## src/design/dnrs_pkg.sv

```systemverilog
// Shared constants and codes for the directional nearest rectangle selector.
package dnrs_pkg;

	localparam int COORD_BITS_DEF   = 16;
	localparam int ID_BITS_DEF      = 16;
	localparam int OFF_AXIS_PENALTY = 1000000;
	localparam int USER_BITS        = 8;

	typedef enum logic {
		FUNC_START = 1'b0,
		FUNC_CAND  = 1'b1
	} func_t;

	typedef enum logic [2:0] {
		DIR_N  = 3'd0,
		DIR_NE = 3'd1,
		DIR_E  = 3'd2,
		DIR_SE = 3'd3,
		DIR_S  = 3'd4,
		DIR_SW = 3'd5,
		DIR_W  = 3'd6,
		DIR_NW = 3'd7
	} dir_t;

endpackage

```

## src/design/directional_nearest_rect_select_top.sv

```systemverilog
// Top level of the directional nearest rectangle selector.
//
// Input stream: a start item (tuser func = 0) loads the reference rectangle,
// its id and a direction; candidate items (func = 1) follow. The item with
// tlast set closes the search and yields one result item on the output
// stream: the best candidate id, or the reference id with found clear.
// Items without tlast give no result.
//
// One input item per cycle is taken when the output is not stalled. Each
// item is registered, then scored and folded into the best-so-far register;
// a last item also loads the result register, where the result waits until
// it is taken. The block keeps accepting while a result waits on the output,
// until a second last item has to wait behind it; then s_tready drops.
//
// Reset clears the reference (center 0,0, id 0, north), the best candidate
// and both stream stages. After each result the search restarts against the
// same reference.
module directional_nearest_rect_select_top
	import dnrs_pkg::*;
#(
	parameter int COORD_BITS = COORD_BITS_DEF,
	parameter int ID_BITS    = ID_BITS_DEF,
	localparam int IN_DATA_BITS  = ((4 * COORD_BITS + ID_BITS + 3 + 7) / 8) * 8,
	localparam int OUT_DATA_BITS = ((ID_BITS + 7) / 8) * 8
) (
	input  logic                     clk,
	input  logic                     arst_n,
	input  logic                     s_tvalid,
	output logic                     s_tready,
	// rect_x, rect_y, rect_width, rect_height, window_id, direction[2:0], zero fill
	input  logic [IN_DATA_BITS-1:0]  s_tdata,
	// func, eligible, zero fill
	input  logic [USER_BITS-1:0]     s_tuser,
	input  logic                     s_tlast,
	output logic                     m_tvalid,
	input  logic                     m_tready,
	// best_id, zero fill
	output logic [OUT_DATA_BITS-1:0] m_tdata,
	// found, zero fill
	output logic [USER_BITS-1:0]     m_tuser
);

	localparam int CW = COORD_BITS + 1;
	localparam int W  = COORD_BITS + 4;
	localparam int SCORE_BITS =
		$clog2((64'd1 << (COORD_BITS + 2)) + 64'(OFF_AXIS_PENALTY) + 64'd1);

	logic                         valid_s1;
	func_t                        func_s1;
	logic signed [COORD_BITS-1:0] rect_x_s1;
	logic signed [COORD_BITS-1:0] rect_y_s1;
	logic [COORD_BITS-1:0]        rect_w_s1;
	logic [COORD_BITS-1:0]        rect_h_s1;
	logic [ID_BITS-1:0]           id_s1;
	logic                         elig_s1;
	dir_t                         dir_s1;
	logic                         last_s1;

	logic signed [CW-1:0]         ref_cx_q;
	logic signed [CW-1:0]         ref_cy_q;
	logic [ID_BITS-1:0]           ref_id_q;
	dir_t                         dir_q;
	logic                         have_best_q;
	logic [SCORE_BITS-1:0]        low_score_q;
	logic [ID_BITS-1:0]           best_id_q;

	logic                         out_valid_q;
	logic [ID_BITS-1:0]           out_id_q;
	logic                         out_found_q;

	logic                         out_free;
	logic                         proc;
	logic                         is_start;
	logic signed [CW-1:0]         cx;
	logic signed [CW-1:0]         cy;
	logic signed [CW:0]           hx;
	logic signed [CW:0]           hy;
	logic signed [CW+1:0]         rx;
	logic signed [CW+1:0]         ry;
	logic signed [W-1:0]          ax;
	logic signed [W-1:0]          ay;
	logic signed [W-1:0]          abs_x;
	logic signed [W-1:0]          abs_y;
	logic                         vert;
	logic                         neg_dist;
	logic signed [W-1:0]          along;
	logic signed [W-1:0]          off;
	logic signed [W-1:0]          sum;
	logic [SCORE_BITS-1:0]        score;
	logic                         cand_ok;
	logic                         take;

	assign out_free = !out_valid_q || m_tready;
	assign proc     = valid_s1 && (!last_s1 || out_free);
	assign s_tready = !valid_s1 || proc;
	assign is_start = (func_s1 == FUNC_START);

	always_comb begin
		cx = $signed({rect_x_s1[COORD_BITS-1], rect_x_s1})
			+ $signed({2'b00, rect_w_s1[COORD_BITS-1:1]});
		cy = $signed({rect_y_s1[COORD_BITS-1], rect_y_s1})
			+ $signed({2'b00, rect_h_s1[COORD_BITS-1:1]});
		hx = $signed({cx[CW-1], cx}) - $signed({ref_cx_q[CW-1], ref_cx_q});
		hy = $signed({cy[CW-1], cy}) - $signed({ref_cy_q[CW-1], ref_cy_q});
		// diagonals: rotate by 45 degrees
		if (dir_q == DIR_NE || dir_q == DIR_SE ||
			dir_q == DIR_SW || dir_q == DIR_NW) begin
			rx = $signed({hx[CW], hx}) + $signed({hy[CW], hy});
			ry = $signed({hy[CW], hy}) - $signed({hx[CW], hx});
		end else begin
			rx = $signed({hx[CW], hx});
			ry = $signed({hy[CW], hy});
		end
		ax    = $signed({rx[CW+1], rx});
		ay    = $signed({ry[CW+1], ry});
		abs_x = ax[W-1] ? -ax : ax;
		abs_y = ay[W-1] ? -ay : ay;
		vert  = (dir_q == DIR_N || dir_q == DIR_NE ||
			dir_q == DIR_S || dir_q == DIR_SW);
		neg_dist = (dir_q == DIR_N || dir_q == DIR_NE ||
			dir_q == DIR_W || dir_q == DIR_NW);
		if (vert) begin
			off   = abs_x;
			along = neg_dist ? -ay : ay;
		end else begin
			off   = abs_y;
			along = neg_dist ? -ax : ax;
		end
		sum   = along + off;
		score = SCORE_BITS'(sum[COORD_BITS+2:0])
			+ ((off > along) ? SCORE_BITS'(OFF_AXIS_PENALTY) : SCORE_BITS'(0));
		cand_ok = !is_start && elig_s1 && (id_s1 != ref_id_q) && (along > 0);
		take    = cand_ok && (!have_best_q || score < low_score_q);
	end

	always_ff @(posedge clk or negedge arst_n) begin
		if (!arst_n) begin
			valid_s1 <= 1'b0;
		end else if (s_tready) begin
			valid_s1 <= s_tvalid;
		end
	end

	always_ff @(posedge clk) begin
		if (s_tvalid && s_tready) begin
			func_s1   <= func_t'(s_tuser[0]);
			elig_s1   <= s_tuser[1];
			dir_s1    <= dir_t'(s_tdata[4*COORD_BITS+ID_BITS+2:4*COORD_BITS+ID_BITS]);
			rect_x_s1 <= s_tdata[COORD_BITS-1:0];
			rect_y_s1 <= s_tdata[2*COORD_BITS-1:COORD_BITS];
			rect_w_s1 <= s_tdata[3*COORD_BITS-1:2*COORD_BITS];
			rect_h_s1 <= s_tdata[4*COORD_BITS-1:3*COORD_BITS];
			id_s1     <= s_tdata[4*COORD_BITS+ID_BITS-1:4*COORD_BITS];
			last_s1   <= s_tlast;
		end
	end

	always_ff @(posedge clk or negedge arst_n) begin
		if (!arst_n) begin
			ref_cx_q    <= '0;
			ref_cy_q    <= '0;
			ref_id_q    <= '0;
			dir_q       <= DIR_N;
			have_best_q <= 1'b0;
			out_valid_q <= 1'b0;
		end else begin
			if (out_valid_q && m_tready) begin
				out_valid_q <= 1'b0;
			end
			if (proc) begin
				if (is_start) begin
					ref_cx_q    <= cx;
					ref_cy_q    <= cy;
					ref_id_q    <= id_s1;
					dir_q       <= dir_s1;
					have_best_q <= 1'b0;
				end else if (take) begin
					have_best_q <= 1'b1;
				end
				if (last_s1) begin
					have_best_q <= 1'b0;
					out_valid_q <= 1'b1;
				end
			end
		end
	end

	always_ff @(posedge clk) begin
		if (proc && take) begin
			low_score_q <= score;
			best_id_q   <= id_s1;
		end
		if (proc && last_s1) begin
			if (is_start || take) begin
				out_id_q <= id_s1;
			end else if (have_best_q) begin
				out_id_q <= best_id_q;
			end else begin
				out_id_q <= ref_id_q;
			end
			out_found_q <= !is_start && (take || have_best_q);
		end
	end

	assign m_tvalid = out_valid_q;
	assign m_tdata  = OUT_DATA_BITS'(out_id_q);
	assign m_tuser  = USER_BITS'(out_found_q);

	a_stall_only_when_held: assert property (@(posedge clk) disable iff (!arst_n)
		!s_tready |-> valid_s1 && last_s1 && out_valid_q && !m_tready)
		else $error("input stalled without a waiting last item");

	a_last_gives_result: assert property (@(posedge clk) disable iff (!arst_n)
		proc && last_s1 |=> m_tvalid)
		else $error("last item did not produce a result");

	a_start_clears_best: assert property (@(posedge clk) disable iff (!arst_n)
		proc && is_start |=> !have_best_q)
		else $error("start item left a best candidate");

	a_found_not_ref: assert property (@(posedge clk) disable iff (!arst_n)
		proc && last_s1 && !is_start |=> !m_tuser[0] || (m_tdata[ID_BITS-1:0] != ref_id_q))
		else $error("found result names the reference id");

endmodule
```

## config.mk

```make
export PLATFORM = sky130hd
export DESIGN_NAME = directional_nearest_rect_select_top
export DESIGN_NICKNAME = d
export VERILOG_FILES = /design/src/design/dnrs_pkg.sv /design/src/design/directional_nearest_rect_select_top.sv
export SDC_FILE = /design/constraint.sdc
export NUM_CORES = 1
export LEC_CHECK = 0
export BUFFER_PORTS_ARGS = -buffer_cell sky130_fd_sc_hd__buf_4
export CORE_UTILIZATION = 35
export CTS_CLUSTER_DIAMETER = 200
export DETAILED_ROUTE_END_ITERATION = 7
export PLACE_DENSITY = 0.58
export SLEW_MARGIN = 20
export SYNTH_ARGS = -nofsm -noshare
export SYNTH_HDL_FRONTEND = slang
export SYNTH_SLANG_ARGS = --single-unit
```

## constraint.sdc

```tcl
create_clock -name clk -period 13.2 [get_ports clk]
set_clock_uncertainty 0.2 [all_clocks]
set_input_delay 0 -clock clk [delete_from_list [all_inputs] [get_ports clk]]
set_output_delay 0 -clock clk [all_outputs]
set_load 0.05 [all_outputs]
```

After elaboration in Yosys (flattened, before gate mapping). Index checks and enable logic that the tools add are counted. W data, S select, Z words.

$lt $le $gt $ge: 3. Equal/unequal tests: 8. Reductions and logical operators: 31. $add $sub $neg: 10. Div/mod/pow operators: 0. Shift operators: 0. Multiplexer cells: 17. $mul: 0. Bitwise operators: 1.

Operators with widths (count): $mux W20 (7); $neg A19 Y20 (2); $mux W19 (2); $sub A17 B17 Y18 (2); $add A16 B16 Y17 (2); $mux W16 (2); $add A19 B20 Y21 (1); $lt A21 B21 Y1 (1); $gt A20 B1 Y1 const B (1); $gt A20 B20 Y1 (1); $add A18 B18 Y19 (1); $add A19 B19 Y19 (1); $sub A18 B18 Y19 (1); $ne A16 B16 Y1 (1); $logic_or A1 B1 Y1 (14); $eq A3 B3 Y1 const B (4); $logic_and A1 B1 Y1 (10); $mux W1 (6); $logic_not A1 Y1 (4); $reduce_and A2 Y1 (2); $eq A3 B1 Y1 const B (1); $eq A3 B2 Y1 const B (1); $logic_not A3 Y1 (1); $ne A3 B1 Y1 const B (1); $not A1 Y1 (1).

Memories kept: 0. Bits in latches: 0. Word-level logic and storage cells: 90. Flip-flop bits (word level): 196. Memory bits (writable): 0. Bits in read-only memories: 0.

Logic depth before layout (Yosys ltp).
Depth in word-level cells: 17. Gate-level depth with buffers: 65.

Least setup slack after synthesis. OpenSTA, ideal clock, no wires.

Path type: reg2reg. Start point: register rect_y_s1[0]. End point: register best_id_q[0] (enable). Arrival: 12.455 ns. Period minus slack after synthesis: 13.053 ns. Path slack: 0.147 ns. Stages on the path, launching flop included: 59. Setup time: 0.398 ns. Data required time: 12.602 ns. Cell sequence: edfxtp_1 -> ha_1 -> inv_1 -> fa_1 -> nor2b_1 -> o21ai_0 -> a21boi_0 -> o21ai_0 -> a21boi_0 -> o21ai_0 -> a21boi_0 -> o21ai_0 -> nand2_1 -> xor2_1 -> ha_1 -> clkbuf_1 -> a21oi_1 -> o21ai_0 -> [23 not listed] -> nand3_1 -> inv_1 -> maj3_1 -> a21boi_0 -> o21ai_0 -> xnor2_1 -> ha_1 -> a21o_1 -> a21oi_1 -> o21ai_0 -> a21o_1 -> a21oi_1 -> nor2b_1 -> o31a_1 -> o21ai_0 -> a21oi_1 -> o31ai_1 -> and3_1.

Cells in the longest elaborated chain, start to end: 14. Elaborated cells on any way between the ends: 24. Those cells by class: add/sub: 8; order compare: 3; mux: 9; reduce/logical: 4.

Ends and longest elaborated chain: start, declared (line directional_nearest_rect_select_top.sv:51) `logic signed [COORD_BITS-1:0] rect_y_s1;`; start signal, assigned (line directional_nearest_rect_select_top.sv:150) `rect_y_s1 <= s_tdata[2*COORD_BITS-1:COORD_BITS];`; $add A16 B16 Y17 (*) (line directional_nearest_rect_select_top.sv:102) `+ $signed({2'b00, rect_h_s1[COORD_BITS-1:1]});`; named net cy[10] (line directional_nearest_rect_select_top.sv:75) `logic signed [CW-1:0] cy;`; $sub A17 B17 Y18 (*) (line directional_nearest_rect_select_top.sv:104) `hy = $signed({cy[CW-1], cy}) - $signed({ref_cy_q[CW-1], ref_cy_q});`; $sub A18 B18 Y19 / $add A18 B18 Y19 (equally long branches) (line directional_nearest_rect_select_top.sv:109, directional_nearest_rect_select_top.sv:108); $mux W19 (line directional_nearest_rect_select_top.sv:106) `if (dir_q == DIR_NE || dir_q == DIR_SE ||`; $neg A19 Y20, on equally long branches; $mux W20, on equally long branches; $mux W20 (line directional_nearest_rect_select_top.sv:122) `if (vert) begin`; $gt A20 B20 Y1 (line directional_nearest_rect_select_top.sv:131) `+ ((off > along) ? SCORE_BITS'(OFF_AXIS_PENALTY) : SCORE_BITS'(0));`; $mux W20 (line directional_nearest_rect_select_top.sv:131); $add A19 B20 Y21 (*) (line directional_nearest_rect_select_top.sv:131); named net score[11] (line directional_nearest_rect_select_top.sv:89) `logic [SCORE_BITS-1:0] score;`; $lt A21 B21 Y1 (*) (line directional_nearest_rect_select_top.sv:133) `take = cand_ok && (!have_best_q || score < low_score_q);`; $logic_or A1 B1 Y1 (*) (line directional_nearest_rect_select_top.sv:133); $logic_and A1 B1 Y1 (*) (line directional_nearest_rect_select_top.sv:133); $logic_and A1 B1 Y1 (*) (line directional_nearest_rect_select_top.sv:189) `if (proc && take) begin`; end signal, assigned (line directional_nearest_rect_select_top.sv:191) `best_id_q <= id_s1;`; end, declared (line directional_nearest_rect_select_top.sv:65) `logic [ID_BITS-1:0] best_id_q;`.

The timed path passes the listed nets; every way through them passes the cells marked *. A chain may end at the register's enable or synchronous reset.

Worst setup path after layout.
Start point: register rect_x_s1[0]. End point: register out_id_q[12], in the netlist m_tdata[12] (data pin).

Cells in the longest elaborated chain, start to end: 15. Elaborated cells on any way between the ends: 25. Those cells by class: add/sub: 8; order compare: 3; mux: 10; reduce/logical: 4.

Ends and longest elaborated chain: start, declared (line directional_nearest_rect_select_top.sv:50) `logic signed [COORD_BITS-1:0] rect_x_s1;`; start signal, assigned (line directional_nearest_rect_select_top.sv:149) `rect_x_s1 <= s_tdata[COORD_BITS-1:0];`; $add A16 B16 Y17 (*) (line directional_nearest_rect_select_top.sv:100) `+ $signed({2'b00, rect_w_s1[COORD_BITS-1:1]});`; named net cx[10] (line directional_nearest_rect_select_top.sv:74) `logic signed [CW-1:0] cx;`; $sub A17 B17 Y18 (*) (line directional_nearest_rect_select_top.sv:103) `hx = $signed({cx[CW-1], cx}) - $signed({ref_cx_q[CW-1], ref_cx_q});`; $sub A18 B18 Y19 / $add A18 B18 Y19 (equally long branches) (line directional_nearest_rect_select_top.sv:109, directional_nearest_rect_select_top.sv:108); $mux W19 (line directional_nearest_rect_select_top.sv:106); $neg A19 Y20, on equally long branches; $mux W20, on equally long branches; $mux W20 (line directional_nearest_rect_select_top.sv:122); $gt A20 B20 Y1 (line directional_nearest_rect_select_top.sv:131); $mux W20 (line directional_nearest_rect_select_top.sv:131); $add A19 B20 Y21 (*) (line directional_nearest_rect_select_top.sv:131); named net score[11] (line directional_nearest_rect_select_top.sv:89); $lt A21 B21 Y1 (*) (line directional_nearest_rect_select_top.sv:133); $logic_or A1 B1 Y1 (*) (line directional_nearest_rect_select_top.sv:133); $logic_and A1 B1 Y1 (*) (line directional_nearest_rect_select_top.sv:133); $logic_or A1 B1 Y1 (*) (line directional_nearest_rect_select_top.sv:194) `if (is_start || take) begin`; $mux W16 (*) (line directional_nearest_rect_select_top.sv:194); end signal, assigned (line directional_nearest_rect_select_top.sv:195) `out_id_q <= id_s1;`; end signal, assigned (line directional_nearest_rect_select_top.sv:197) `out_id_q <= best_id_q;`; end signal, assigned (line directional_nearest_rect_select_top.sv:199) `out_id_q <= ref_id_q;`; end, declared (line directional_nearest_rect_select_top.sv:68) `logic [ID_BITS-1:0] out_id_q;`.

Marks and branches as above.

==> reports/metrics.cfg <==
[sta]
setup_viol_count_final=0
hold_viol=0
drv_slew=0
fin_crit_sh_pct=95.1
max_slew_margin_pct=34.0
finalSetupTns_ns=0
fin_ws_ns=0.652
fin_crit_ns=12.55
worst_pin_slew_ns=0.984
timing.fmax_mhz=79.7

[synth]
avgSynthCellArea_um2=9.17
synthCells=1964
synth_ff_type=edfxtp_1
async_flop_share_pct=28.9
seq_area_frac_synth_pct=30.8
synth_area_um2=18000
yosysWarningCount=0
synth_cell_types=103
synth-seq-cells=194
synth_edf_count=138

[worst_hold_path]
hold_class=input port to register
hp-start=s_tdata[68]
min_to=id_s1[4]$_DFFE_PP_
hold_depth=2

[drt]
wl_per_cell_um=17.1
vias=16117
dr.first_iter.drc_count=910
firstDrtPassIters=5
drc=0
antenna_left=0
via_per_inst=5.33
wirelength_um=51600

[finish]
n_antenna_cell=0
nFillCells=4794
final_common_cell=buf_4
final_cells=3026
drive_gt1_share_pct=23.2
final_nets=2619
syn2layout_area_growth_pct=29.2
final_area_um2=23300
layout_common_cells=284 x buf_4, 165 x inv_1, 160 x ha_1

[setup_path]
cpMaxStageDelayCell=or4_1
worst_r2r_endpoint=m_tdata[12]$_DFFE_PP_
crit_type=register to register
critPathMaxFanout=16
cp.arrival_ns=12.58
cpPeakStageDelay_ns=0.53
cp_data_required_time_ns=13.23
crit_path_end_kind=register
crit_top_cell=ha_1
timing.rr.start=rect_x_s1[0]$_DFFE_PP_
startpoint_type=register
reg2reg_setup_slack_ns=0.65
ff2ff_path_depth=58

[grt]
track_usage_pct=19.5
antenna_found_initial=0
grt_pass1_wl_um=82600
grt_max_degree=79
first_global_vias=15708
grt_overflow=0

[floorplanning]
die_h_um=229
dieArea_um2=52400
rows=82
num_io_pins=127
initial_core_util_pct=35.7
core_area_um2=50500
die_width_um=229

[clock_network]
cts_buffers=17
cts-root-buf=clkbuf_16
clock_latency_ns=0.49
cts_max_level=4
clockBufferDepth=2
cts_sinks=194
clk_pin_slew_worst_paths_ns=0.09
tritoncts=yes

[place]
hpwl_um=39000
dp.cells=2833
pre_cts_slack_ns=-0.260
dpl_cell_area_um2=20600
portBuffers=106
gp_congestion=0.912

[run]
max_cap_viol_count=0

[status]
status=finished clean

## critical path, delay by kind of cell (launching register included)
kind            cells  cell delay (ns)
mux                 3             0.63
flops               1             0.37
xor+xnor            2             0.34
compound gates     31             4.75
fa+ha+maj           8             2.41
simple gates       10             3.00
buf+inv             4             0.57
## area by class of cell
type	instances	area [um^2]	area share, %
timing repair buffer	441	3750	16.1
inverter	166	623	2.68
sequential	194	5550	23.8
clock inverter	14	165	0.710
tap	672	841	3.61
clock buffer	18	439	1.89
multi-input combinational	1521	11900	51.1
## Yosys cell counts (all sizes together), types with 17 or more instances
cell type	n	area, um^2
a21oi	140	708
or2	21	131
o21ai	96	484
a21o	31	233
o21a	28	210
edfxtp	138	4140
nor4	34	240
nor2	132	495
xor2	49	429
nor2b	29	181
mux2i	21	210
nand2b	30	188
nor3	50	260
o211ai	26	195
and3	18	113
and2	17	106
o31ai	17	133
nand3	37	185
buf	32	194
xnor2	83	727
ha	170	2130
a211oi	24	190
clkbuf	57	214
inv	166	623
nand2	103	387
a211o	18	158
or3	17	106
dfrtp	56	1400
o21bai	17	128
mux2	92	1070
## kinds of logic (layout without fill, tap and decap cells)
group / Yosys count / after routing / synth area share (%)
simple gates: 547 / 547 / 15.9
compound gates: 538 / 538 / 20.8
buf+inv: 255 / 639 / 5.73
flops: 194 / 194 / 30.8
fa+ha+maj: 180 / 180 / 12.8
xor+xnor: 132 / 132 / 6.42
mux: 117 / 117 / 7.63
other cells: 1 / 7 / 0.0208
## how the worst max path moves through the flow
stage | to | startpoint | slack, ns | cells past startpoint
after CTS | m_tdata[12]$_DFFE_PP_ | rect_y_s1[0]$_DFFE_PP_ | 0.06 | 63
final | m_tdata[12]$_DFFE_PP_ | rect_x_s1[0]$_DFFE_PP_ | 0.65 | 58
after floorplan | best_id_q[0]$_DFFE_PP_ | rect_y_s1[0]$_DFFE_PP_ | 0.15 | 58
after global placement | m_tdata[5]$_DFFE_PP_ | rect_x_s1[0]$_DFFE_PP_ | -0.14 | 58
after detailed placement | m_tdata[14]$_DFFE_PP_ | rect_y_s1[0]$_DFFE_PP_ | -0.26 | 63
after global routing | m_tdata[12]$_DFFE_PP_ | rect_h_s1[1]$_DFFE_PP_ | -0.06 | 62
## metrics by stage
| stage | util, % | hold slack, ns |
|---|---|---|
| 4_1_cts | 45.2 | 0.000958 |
| 2_1_floorplan | - | -0.496 |
| 5_1_grt | 46.1 | 0.0248 |
| 3_5_place_dp | 40.8 | -0.0772 |
| 3_3_place_gp | 40.8 | -0.0787 |
| 6_report | 46.1 | 0.0445 |
## metal layers
metal / share of wire (%) / vias up / GRT usage, %
met1: 45 / 7749 / 25.0
met2: 49 / 304 / 33.8
li1: - / 8009 / -
met3: 3.4 / 55 / 2.36
met4: 2.5 / 0 / 6.60
met5: 0 / - / 0
## repair_timing
item                                   4_1_cts  5_1_grt
gates resized for setup                     12      104
setup endpoints to repair                   53       53
hold buffers                               153        0
endpoints found under the hold margin      164        0
pin swaps                                    1       27
cloned                                       0        0
setup buffers                                1        7
## flip-flops by register name, indices dropped and copies added, names as in the netlist, 3 cells and up
name,count
low_score_q,21
ref_cx_q,17
ref_cy_q,17
best_id_q,16
id_s1,16
m_tdata,16
rect_x_s1,16
rect_y_s1,16
ref_id_q,16
rect_h_s1,15
rect_w_s1,15
dir_q,3
dir_s1,3
Power is left out: the tool's default activity adds up to more than one toggle a clock period on the data nets, which glitch-free logic cannot reach.
